**config.mk**
```make
export PLATFORM = sky130hd
export DESIGN_NAME = bma_ctrl
export DESIGN_NICKNAME = d
export VERILOG_FILES = /design/src/rtl/bma_pkg.sv /design/src/rtl/bma_ctrl.sv
export SDC_FILE = /design/constraint.sdc
export NUM_CORES = 1
export LEC_CHECK = 0
export BUFFER_PORTS_ARGS = -buffer_cell sky130_fd_sc_hd__buf_4
export CAP_MARGIN = 20
export CORE_MARGIN = 5
export CORE_UTILIZATION = 50
export CTS_CLUSTER_DIAMETER = 30
export DETAILED_ROUTE_END_ITERATION = 10
export PLACE_DENSITY = 0.81
export SLEW_MARGIN = 15
export SYNTH_ARGS = -nofsm -noshare
export SYNTH_HDL_FRONTEND = slang
export SYNTH_SLANG_ARGS = --single-unit
```
**constraint.sdc**
```tcl
create_clock -name clk -period 3.27 [get_ports clk]
set_clock_uncertainty 0.15 [all_clocks]
set_input_delay 0.1635 -clock clk [delete_from_list [all_inputs] [get_ports clk]]
set_output_delay 0.1635 -clock clk [all_outputs]
set_load 0.02 [all_outputs]
```
**src/rtl/bma_pkg.sv**
```systemverilog
`timescale 1ns / 1ps

package bma_pkg;

    // pool geometry: 1024 units, ten levels below the root
    localparam int unsigned POOL_LEVELS = 10;
    localparam int unsigned POOL_UNITS  = 1 << POOL_LEVELS;
    localparam int unsigned NODE_COUNT  = 2 * POOL_UNITS - 1;
    localparam int unsigned NODE_AW     = $clog2(NODE_COUNT);
    localparam int unsigned SLF_W       = 4;

    // result status codes
    localparam logic [1:0] ST_OK      = 2'd0;
    localparam logic [1:0] ST_NOSPACE = 2'd1;
    localparam logic [1:0] ST_BADFREE = 2'd2;

    // opcodes
    localparam logic OP_ALLOC = 1'b0;
    localparam logic OP_FREE  = 1'b1;

    typedef enum logic [1:0] {
        KIND_ABSENT = 2'd0,
        KIND_FREE   = 2'd1,
        KIND_USED   = 2'd2,
        KIND_SPLIT  = 2'd3
    } kind_t;

    typedef struct packed {
        kind_t              kind;
        logic [SLF_W-1:0]   slf;
    } node_t;

    typedef struct packed {
        logic               we;
        logic               re;
        logic [NODE_AW-1:0] addr;
        node_t              wdata;
    } mem_req_t;

    typedef enum logic [3:0] {
        S_INIT,
        S_IDLE,
        S_A_ROOT,
        S_D_CHK,
        S_D_SPLR,
        S_D_L,
        S_F_CHK,
        S_UP_RD,
        S_UP_WR,
        S_FIN
    } state_t;

endpackage

```
**src/rtl/bma_ctrl.sv**
```systemverilog
`timescale 1ns / 1ps

module bma_ctrl
    import bma_pkg::*;
(
    input  logic        clk,
    input  logic        rst_n,
    input  logic        in_valid,
    output logic        in_stall,
    input  logic        opcode,
    input  logic [10:0] request_size,
    input  logic [9:0]  free_offset,
    output logic        out_valid,
    input  logic        out_stall,
    output logic [1:0]  status,
    output logic [9:0]  block_offset,
    output logic [10:0] grant_size,
    output mem_req_t    mreq,
    input  node_t       rdata
);

    state_t             state_reg, state_next;
    logic               op_reg, op_next;
    logic [SLF_W-1:0]   needk_reg, needk_next;
    logic [NODE_AW-1:0] idx_reg, idx_next;
    logic [SLF_W-1:0]   klev_reg, klev_next;
    logic [9:0]         off_reg, off_next;
    logic [9:0]         fo_reg, fo_next;
    node_t              cur_reg, cur_next;
    logic               use_cur_reg, use_cur_next;
    logic [SLF_W-1:0]   cslf_reg, cslf_next;
    logic               cfree_reg, cfree_next;
    logic [1:0]         rst_reg, rst_next;
    logic [9:0]         roff_reg, roff_next;
    logic [10:0]        rsize_reg, rsize_next;
    logic               ov_reg, ov_next;
    logic [1:0]         ost_reg, ost_next;
    logic [9:0]         ooff_reg, ooff_next;
    logic [10:0]        osize_reg, osize_next;

    logic [SLF_W-1:0]   req_k;
    node_t              node;
    logic [NODE_AW-1:0] lidx, ridx, sib, par;
    logic [SLF_W-1:0]   mx;
    logic               bit_r;

    // ceiling log2 of the request, zero counts as one unit
    always_comb
    begin
        req_k = '0;
        for (int k = 0; k <= POOL_LEVELS; k++)
        begin
            if ((11'd1 << k) < request_size)
            begin
                req_k = SLF_W'(k + 1);
            end
        end
    end

    // tree index helpers
    always_comb
    begin
        node  = use_cur_reg ? cur_reg : rdata;
        lidx  = {idx_reg[NODE_AW-2:0], 1'b1};
        ridx  = {idx_reg[NODE_AW-2:0], 1'b0} + NODE_AW'(2);
        sib   = idx_reg[0] ? idx_reg + NODE_AW'(1) : idx_reg - NODE_AW'(1);
        par   = (idx_reg - NODE_AW'(1)) >> 1;
        mx    = (cslf_reg > rdata.slf) ? cslf_reg : rdata.slf;
        bit_r = fo_reg[klev_reg[3:0] - 4'd1];
    end

    always_ff @(posedge clk or negedge rst_n)
    begin
        if (!rst_n)
        begin
            state_reg <= S_INIT;
            ov_reg    <= 1'b0;
        end
        else
        begin
            state_reg <= state_next;
            ov_reg    <= ov_next;
        end
    end

    always_ff @(posedge clk)
    begin
        op_reg      <= op_next;
        needk_reg   <= needk_next;
        idx_reg     <= idx_next;
        klev_reg    <= klev_next;
        off_reg     <= off_next;
        fo_reg      <= fo_next;
        cur_reg     <= cur_next;
        use_cur_reg <= use_cur_next;
        cslf_reg    <= cslf_next;
        cfree_reg   <= cfree_next;
        rst_reg     <= rst_next;
        roff_reg    <= roff_next;
        rsize_reg   <= rsize_next;
        ost_reg     <= ost_next;
        ooff_reg    <= ooff_next;
        osize_reg   <= osize_next;
    end

    // sequencer: descent, leaf update, then walk back to the root; refusals go straight to the result
    always_comb
    begin
        state_next   = state_reg;
        op_next      = op_reg;
        needk_next   = needk_reg;
        idx_next     = idx_reg;
        klev_next    = klev_reg;
        off_next     = off_reg;
        fo_next      = fo_reg;
        cur_next     = cur_reg;
        use_cur_next = use_cur_reg;
        cslf_next    = cslf_reg;
        cfree_next   = cfree_reg;
        rst_next     = rst_reg;
        roff_next    = roff_reg;
        rsize_next   = rsize_reg;
        ov_next      = ov_reg;
        ost_next     = ost_reg;
        ooff_next    = ooff_reg;
        osize_next   = osize_reg;
        mreq         = '0;

        // result taken downstream
        if (ov_reg && !out_stall)
        begin
            ov_next = 1'b0;
        end

        unique case (state_reg)
            S_INIT:
            begin
                mreq.we         = 1'b1;
                mreq.addr       = '0;
                mreq.wdata.kind = KIND_FREE;
                mreq.wdata.slf  = SLF_W'(POOL_LEVELS + 1);
                state_next      = S_IDLE;
            end
            S_IDLE:
            begin
                if (in_valid)
                begin
                    op_next      = opcode;
                    needk_next   = req_k;
                    fo_next      = free_offset;
                    idx_next     = '0;
                    klev_next    = SLF_W'(POOL_LEVELS);
                    off_next     = '0;
                    use_cur_next = 1'b0;
                    if (opcode == OP_ALLOC && request_size > 11'(POOL_UNITS))
                    begin
                        rst_next   = ST_NOSPACE;
                        roff_next  = '0;
                        rsize_next = '0;
                        state_next = S_FIN;
                    end
                    else
                    begin
                        mreq.re    = 1'b1;
                        mreq.addr  = '0;
                        state_next = (opcode == OP_ALLOC) ? S_A_ROOT : S_F_CHK;
                    end
                end
            end
            S_A_ROOT:
            begin
                if (rdata.slf < needk_reg + SLF_W'(1))
                begin
                    rst_next   = ST_NOSPACE;
                    roff_next  = '0;
                    rsize_next = '0;
                    state_next = S_FIN;
                end
                else
                begin
                    state_next = S_D_CHK;
                end
            end
            S_D_CHK:
            begin
                if (klev_reg == needk_reg)
                begin
                    mreq.we         = 1'b1;
                    mreq.addr       = idx_reg;
                    mreq.wdata.kind = KIND_USED;
                    mreq.wdata.slf  = '0;
                    cslf_next       = '0;
                    cfree_next      = 1'b0;
                    rst_next        = ST_OK;
                    roff_next       = off_reg;
                    rsize_next      = 11'd1 << needk_reg;
                    state_next      = (idx_reg == '0) ? S_FIN : S_UP_RD;
                end
                else if (node.kind == KIND_FREE)
                begin
                    mreq.we         = 1'b1;
                    mreq.addr       = idx_reg;
                    mreq.wdata.kind = KIND_SPLIT;
                    mreq.wdata.slf  = node.slf;
                    state_next      = S_D_SPLR;
                end
                else
                begin
                    mreq.re    = 1'b1;
                    mreq.addr  = lidx;
                    state_next = S_D_L;
                end
            end
            S_D_SPLR:
            begin
                // right half becomes a free leaf, keep descending left
                mreq.we         = 1'b1;
                mreq.addr       = ridx;
                mreq.wdata.kind = KIND_FREE;
                mreq.wdata.slf  = klev_reg;
                cur_next.kind   = KIND_FREE;
                cur_next.slf    = klev_reg;
                use_cur_next    = 1'b1;
                idx_next        = lidx;
                klev_next       = klev_reg - SLF_W'(1);
                state_next      = S_D_CHK;
            end
            S_D_L:
            begin
                use_cur_next = 1'b0;
                klev_next    = klev_reg - SLF_W'(1);
                if (rdata.slf >= needk_reg + SLF_W'(1))
                begin
                    idx_next = lidx;
                end
                else
                begin
                    mreq.re   = 1'b1;
                    mreq.addr = ridx;
                    idx_next  = ridx;
                    off_next  = off_reg + (10'd1 << (klev_reg - SLF_W'(1)));
                end
                state_next = S_D_CHK;
            end
            S_F_CHK:
            begin
                if (rdata.kind == KIND_SPLIT && klev_reg != '0)
                begin
                    mreq.re   = 1'b1;
                    klev_next = klev_reg - SLF_W'(1);
                    if (bit_r)
                    begin
                        mreq.addr = ridx;
                        idx_next  = ridx;
                        off_next  = off_reg + (10'd1 << (klev_reg - SLF_W'(1)));
                    end
                    else
                    begin
                        mreq.addr = lidx;
                        idx_next  = lidx;
                    end
                end
                else if (rdata.kind == KIND_USED && off_reg == fo_reg)
                begin
                    mreq.we         = 1'b1;
                    mreq.addr       = idx_reg;
                    mreq.wdata.kind = KIND_FREE;
                    mreq.wdata.slf  = klev_reg + SLF_W'(1);
                    cslf_next       = klev_reg + SLF_W'(1);
                    cfree_next      = 1'b1;
                    rst_next        = ST_OK;
                    roff_next       = fo_reg;
                    rsize_next      = 11'd1 << klev_reg;
                    state_next      = (idx_reg == '0) ? S_FIN : S_UP_RD;
                end
                else
                begin
                    rst_next   = ST_BADFREE;
                    roff_next  = '0;
                    rsize_next = '0;
                    state_next = S_FIN;
                end
            end
            S_UP_RD:
            begin
                mreq.re    = 1'b1;
                mreq.addr  = sib;
                state_next = S_UP_WR;
            end
            S_UP_WR:
            begin
                mreq.we   = 1'b1;
                mreq.addr = par;
                // merge buddies on a free when both halves are free leaves
                if (op_reg == OP_FREE && cfree_reg && rdata.kind == KIND_FREE)
                begin
                    mreq.wdata.kind = KIND_FREE;
                    mreq.wdata.slf  = klev_reg + SLF_W'(2);
                    cslf_next       = klev_reg + SLF_W'(2);
                    cfree_next      = 1'b1;
                end
                else
                begin
                    mreq.wdata.kind = KIND_SPLIT;
                    mreq.wdata.slf  = mx;
                    cslf_next       = mx;
                    cfree_next      = 1'b0;
                end
                klev_next  = klev_reg + SLF_W'(1);
                idx_next   = par;
                state_next = (par == '0) ? S_FIN : S_UP_RD;
            end
            S_FIN:
            begin
                if (!ov_reg || !out_stall)
                begin
                    ov_next    = 1'b1;
                    ost_next   = rst_reg;
                    ooff_next  = roff_reg;
                    osize_next = rsize_reg;
                    state_next = S_IDLE;
                end
            end
            default:
            begin
                state_next = S_IDLE;
            end
        endcase
    end

    assign in_stall     = (state_reg != S_IDLE);
    assign out_valid    = ov_reg;
    assign status       = ost_reg;
    assign block_offset = ooff_reg;
    assign grant_size   = osize_reg;

endmodule

```
Word level (Yosys, flattened, before mapping)
Index checks and enable logic that the tools add are counted.
{"block": "totals", "output_inout_bits": 44, "elab_cells": 203, "inputBits": 32, "reg_bits": 101}
{"block": "classes", "bitwise_logic": 1, "muxes": 97, "n_addsub": 8, "reduce_logical": 32, "n_lt_le_gt_ge": 16, "n_shift": 3, "n_eq_ne": 26}
{"operator": "2-to-1 mux 11 bit", "n": 13}
{"operator": "2-to-1 mux 10 bit", "n": 10}
{"operator": "one-hot mux 11 bit (7 select lines)", "n": 1}
{"operator": "2-to-1 mux 4 bit", "n": 19}
{"operator": "one-hot mux 11 bit (5 select lines)", "n": 1}
{"operator": "one-hot mux 11 bit (4 select lines)", "n": 1}
{"operator": "one-hot mux 10 bit (4 select lines)", "n": 1}
{"operator": "2-to-1 mux 12 bit", "n": 3}
{"operator": "2-to-1 mux 17 bit", "n": 2}
{"operator": "one-hot mux 4 bit (8 select lines)", "n": 1}
{"operator": "one-hot mux 10 bit (3 select lines)", "n": 1}
{"operator": "one-hot mux 6 bit (5 select lines)", "n": 1}
{"operator": "2-to-1 mux 6 bit", "n": 4}
{"operator": "zero test 11 bit", "n": 2}
{"operator": "left shift 1 x 4 -> 11 bit, first input constant", "n": 2}
{"operator": "2-to-1 mux 2 bit", "n": 10}
{"operator": "inequality test 2 bit, second input constant", "n": 10}
{"operator": "2-to-1 mux 1 bit", "n": 19}
{"operator": "equality test 4 x 3 -> 1 bit, second input constant", "n": 4}
{"operator": "one-hot mux 4 bit (4 select lines)", "n": 1}
{"operator": "one-hot mux 4 bit (3 select lines)", "n": 1}
{"operator": "nonzero test 4 bit", "n": 3}
{"operator": "adder 11 x 1 -> 11 bit, second input constant", "n": 1}
{"operator": "adder 11 x 2 -> 11 bit, second input constant", "n": 1}
{"operator": "other kinds (50)", "n": 71}

Depth between registers and ports, before layout
{"block": "logic_depth", "depth_word": 11, "ltp_mapped": 15, "depth_no_buf": 14}

Least setup slack after synthesis
OpenSTA, ideal clock, no wires.
{"block": "synth_path", "path_kind": "flip-flop to flip-flop", "startpoint": "register klev_reg[2]", "endpoint": "register off_reg[8] (data pin)", "synth_period_minus_slack_ps": 3552, "path_buffers": 1, "t_arrival_ps": 3133, "setup_time_ps": 269, "path_stages_with_launch": 16, "path_slack_ps": -282, "required_ps": 2851, "cell_sequence": "edfxtp_1 > inv_1 > ha_1 > a21boi_0 > xnor2_1 > clkbuf_1 > and3_1 > ha_1 > inv_1 > fa_1 > nor2b_1 > o21ai_0 > a21boi_0 > o21a_1 > o41ai_1 > mux2i_1"}
{"block": "synth_between", "elab_chain_len": 6, "word_cells_on_any_way": 7, "classes_between": "add/sub: 2; shift: 1; mux: 4"}
{"element": "start: declaration", "line": "bma_ctrl.sv:26", "source": "logic [SLF_W-1:0] klev_reg, klev_next;"}
{"element": "start signal: assignment", "line": "bma_ctrl.sv:91", "source": "klev_reg <= klev_next;"}
{"element": "subtractor 4 x 1 -> 4 bit (*)", "line": "bma_ctrl.sv:241, bma_ctrl.sv:255"}
{"element": "left shift 1 x 4 -> 10 bit (*)", "line": "bma_ctrl.sv:241, bma_ctrl.sv:255"}
{"element": "adder 10 bit (*)", "line": "bma_ctrl.sv:241, bma_ctrl.sv:255"}
{"element": "2-to-1 mux 10 bit", "line": "bma_ctrl.sv:251", "source": "if (bit_r)"}
{"element": "2-to-1 mux 10 bit", "line": "bma_ctrl.sv:247", "source": "if (rdata.kind == KIND_SPLIT && klev_reg != '0)"}
{"element": "one-hot mux 10 bit (3 select lines) (*)", "line": "bma_ctrl.sv:135", "source": "unique case (state_reg)"}
{"element": "end signal: assignment", "line": "bma_ctrl.sv:92", "source": "off_reg <= off_next;"}
{"element": "end: declaration", "line": "bma_ctrl.sv:27", "source": "logic [9:0] off_reg, off_next;"}
Every way passes the cells marked *; elsewhere a longest branch is shown, timed or not. The select of a mux whose other input is x is not followed.
A chain may end at the register's enable or synchronous reset.

==> metrics.md <==
| Metric | Value |
|---|---|
| Post-layout min period | 3.24 ns |
| Power density normalized to cell area | roughly 1000 nW/um^2 |
| CTS root buf | clkbuf_16 |
| Xor/xnor cell area share of the yosys netlist | between 4 and 5% |
| Clock transition time at the flip-flop clock pins of the worst setup and hold paths | 0.08 ns |
| Final number of setup-violating endpoints | 0 |
| Number of global-route vias before repair | ~7000 |
| Estimated wirelength of the detail-placed design | approximately 17000 um |
| Number of flops mapped to enable cells by yosys | 96 |
| Maximum number of buffers from clock root to sink | 2 |
| Dominant cells by area after synthesis | edfxtp_1 39%, ha_1 6.5%, o21ai_0 3.7% |
| Number of vias after detailed routing | just over 7000 |
| Number of iterations in the first detailed-routing pass | 6 |
| Critical path launch point type | register |
| Clock H-tree levels | 3 |
| Type of destination of the critical path | output pin |
| Fraction of final layout cells sized beyond drive strength 1 | roughly a quarter |
| Number of different library cells in the post-synthesis netlist | ~80 |
| Post-Synthesis Mean Instance Area | around 9.5 um^2 |
| DRT iter0 DRCs | 1151 |
| CTS tree | built |
| Relative slew slack | 57.1% |
| Stage delay of the slowest cell on the critical path | between 0.5 and 0.6 ns |
| Mapped cell area | about 7500 um^2 |
| Via count normalized by instance count | between 6 and 7 |
| Number of nets with antenna violations after routing | 0 |
| Synthesized net count | between 800 and 900 |
| Remaining DRCs | 0 |
| Share of the synthesized area in the top cell type | roughly two fifths |
| Category of the most critical setup path | register to output pin |
| Leftover overflow at the end of global routing | 0 |
| Pin count of the biggest net entering global routing | 24 |
| Commonest cells after routing, fill and taps aside | 152 x buf_4, 96 x edfxtp_1, 54 x nand2_1 |
| F_max | 308 MHz |
| Non-filler cells in the finished layout | ~1100 |
| I/O Buffers | 75 |
| Final-stage net count | around 990 |
| Maximum resistive drop on vdd | roughly 0.00075 V |
| Reg area | roughly 3000 um^2 |
| Number of cell instances on the worst register-to-register path | 13 |
| Die Outline Area | about 17000 um^2 |
| Actual transition at the worst max-transition pin | 0.642 ns |
| Run status | finished clean |
| Most common cell after layout, fill and taps aside | buf_4 |
| Post-route cell area | 9340 um^2 |
| Routed wire length | between 20000 and 25000 um |
| Most prevalent standard cell on the critical path | buf_4 |
| R2R Setup Slk | 0.14 ns |
| Cell type with the highest aggregate area in the netlist | edfxtp_1 |
| Critical register-to-register path endpoint | off_reg[8] |
| Combinational family with the most area after synthesis | compound AO/OA/AOI/OAI gates |
| Io pins | between 70 and 80 |
| Aggregate global-route resource usage | about a quarter |
| Worst hold slack across all endpoints | ~0.029 ns |
| X dimension of the die | 132 um |
| Endpoints failing hold | 0 |
| Number of storage elements in the synthesis netlist | approximately 100 |
| Crit path arrival time | 2.93 ns |
| Sink of the worst hold path | needk_reg[3] |
| Number of clock sinks | between 100 and 150 |
| Static leakage | roughly 0.0037 uW |
| Standard-cell row count | 44 |
| Required time reported for the critical path endpoint | between 2 and 3 ns |
| Total core area | around 15000 um^2 |
| Compound-Gate Fraction of Synth Area | 23.6% |
| Share of synthesized cell area in full adder, half adder and majority cells | a little under 7% |
| Max-capacitance violation count | 0 |
| Count of antenna diodes in the layout | 0 |
| Worst hold start | request_size[10] |
| Worst min path class | primary input to register |
| Die height | 132 um |
| Mux contribution to synthesized area | roughly 2.5% |
| Yosys Warn Count | 0 |
| Share of the clock period used by the worst path | ~99% |
| Number of instances in the synthesized netlist | around 790 |
| Final GP Congestion | between 0.9 and 1 |
| Number of clock buffers inserted by TritonCTS | 9 |
| Max Fanout on Critical Path | 7 |
| Instance count after placement with tap cells included | approximately 1100 |
| Slowest library cell on the worst path | mux4_2 |
| Wire length of the first global-routing pass | roughly 37000 um |
| WL/cell | 21.5 um |
| Total placed instance area | approximately 8600 um^2 |
| Crit-path cells | inv_4 -> ha_4 -> mux4_2 -> a221oi_4 -> buf_6 -> buf_4 -> nor3_2 -> xnor2_1 -> o211ai_1 -> buf_4 |
| Layout fillers | 1142 |
| Worst-Skew Late Latency | between 0.3 and 0.4 ns |
| Startpoint of the worst register-to-register path | klev_reg[1] |
| Register area share after synthesis | about 40% |
| Share of synthesized flip-flops with an asynchronous set or reset | 4.95% |
| Min-Delay Path Depth | 3 |
| Number of antenna violations at the first check in global routing | 0 |
| Initial standard-cell utilization of the core | 51.2% |
| Primary flip-flop cell chosen by synthesis mapping | edfxtp_1 |
| Layout-stage area growth over the synthesis result | 25.1% |
| Max-slew violation count | 0 |
| Simple-gate share of the synthesized area | a little under a fifth |
| Total area of multi-input combinational cells | around 4400 um^2 |
| Unrepaired setup endpoints after global routing | true |
-- synth_stat cells, types with 3 or more instances --
cell type  instances
edfxtp_1          96
o21ai_0           55
nand2_1           54
a21oi_1           53
nor2_1            50
ha_1              39
clkbuf_1          32
inv_1             30
xnor2_1           29
nor3_1            28
and3_1            21
a22o_1            19
nand3_1           19
o211ai_1          18
mux2i_1           14
o21a_1            14
nand2b_1          12
a211oi_1          11
buf_2             11
nor2b_1           11
o22ai_1            9
xor2_1             9
a221o_1            8
and2_1             8
nand4_1            8
nor4_1             8
a31oi_1            7
o211a_1            6
or3_1              6
a211o_1            5
dfrtp_1            5
o21bai_1           5
or2_2              5
a21boi_0           4
a221oi_1           4
buf_1              4
o31ai_1            4
a32o_1             3
nand3b_1           3
o2111ai_1          3
o21ai_1            3
o31a_1             3
-- worst max-delay path, delay by kind of cell (launching register included) --
kind / cells / cell delay, ns
adders and majority gates: 1 / 0.31
xor gates and xnor gates: 1 / 0.14
muxes: 1 / 0.55
AOI/OAI and AO/OA: 2 / 0.58
buffers and inverters: 4 / 0.56
and+or+nand+nor: 1 / 0.04
DFF: 1 / 0.40
-- worst max path at each step --
| stage | from | slack [ns] | to | cells past startpoint |
|---|---|---|---|---|
| 3_5_place_dp | klev_reg[1] | 0.09 | idx_reg[1] | 7 |
| 4_1_cts | needk_reg[0] | 0.003 | mreq[11] | 11 |
| 2_1_floorplan | klev_reg[2] | 0.003 | off_reg[8] | 15 |
| 5_1_grt | idx_reg[5] | -0.09 | mreq[14] | 8 |
| 3_3_place_gp | klev_reg[1] | 0.19 | idx_reg[1] | 7 |
| 6_report | klev_reg[1] | 0.03 | mreq[10] | 10 |
-- stage by stage --
step	setup TNS (ns)	worst slack (ns)	utilization, %	power (uW)
after global routing	-0.294	-0.0930	64.0	9570
after floorplan	0	0.00252	-	5610
after global placement	0	0.192	59.2	7350
after CTS	0	0.00274	63.0	8760
after detailed placement	0	0.0902	59.2	7410
final	0	0.0253	64.0	9140
-- logic make-up (layout without fill, tap and decap cells) --
kind of cell    count (synthesis)  after routing
fa+ha+maj                      40             40
simple gates                  257            257
buf+inv                        79            217
mux                            16             16
flops                         101            101
compound gates                256            256
xor+xnor                       38             38
-- layer usage --
layer,share of wire (%),global-route usage [%]
met1,40,36.7
met3,12,5.27
met2,44,39.1
met4,3.9,10.9
met5,0,0
-- area by class of cell --
cell class                      instances  area share, %
Clock buffer                            9           2.41
Clock inverter                          7          0.696
Inverter                               30           1.26
Timing Repair Buffer                  171           14.3
Tap cell                              184           2.46
Multi-Input combinational cell        607           46.7
Sequential cell                       101           32.2
-- timing repair --
action / in CTS / in global routing
pin swaps: 2 / 6
setup buffers: 9 / 7
resized for setup: 12 / 22
endpoints found under the hold margin: 17 / 0
hold buffers: 15 / 0
setup endpoints to repair: 11 / 12
-- power by group --
part / internal, uW / switching [uW]
Sequential: 2080 / 406
Combinational: 2280 / 3310
Clock: 538 / 526
Total: 4890 / 4240
(Power assumes the default switching activity.)
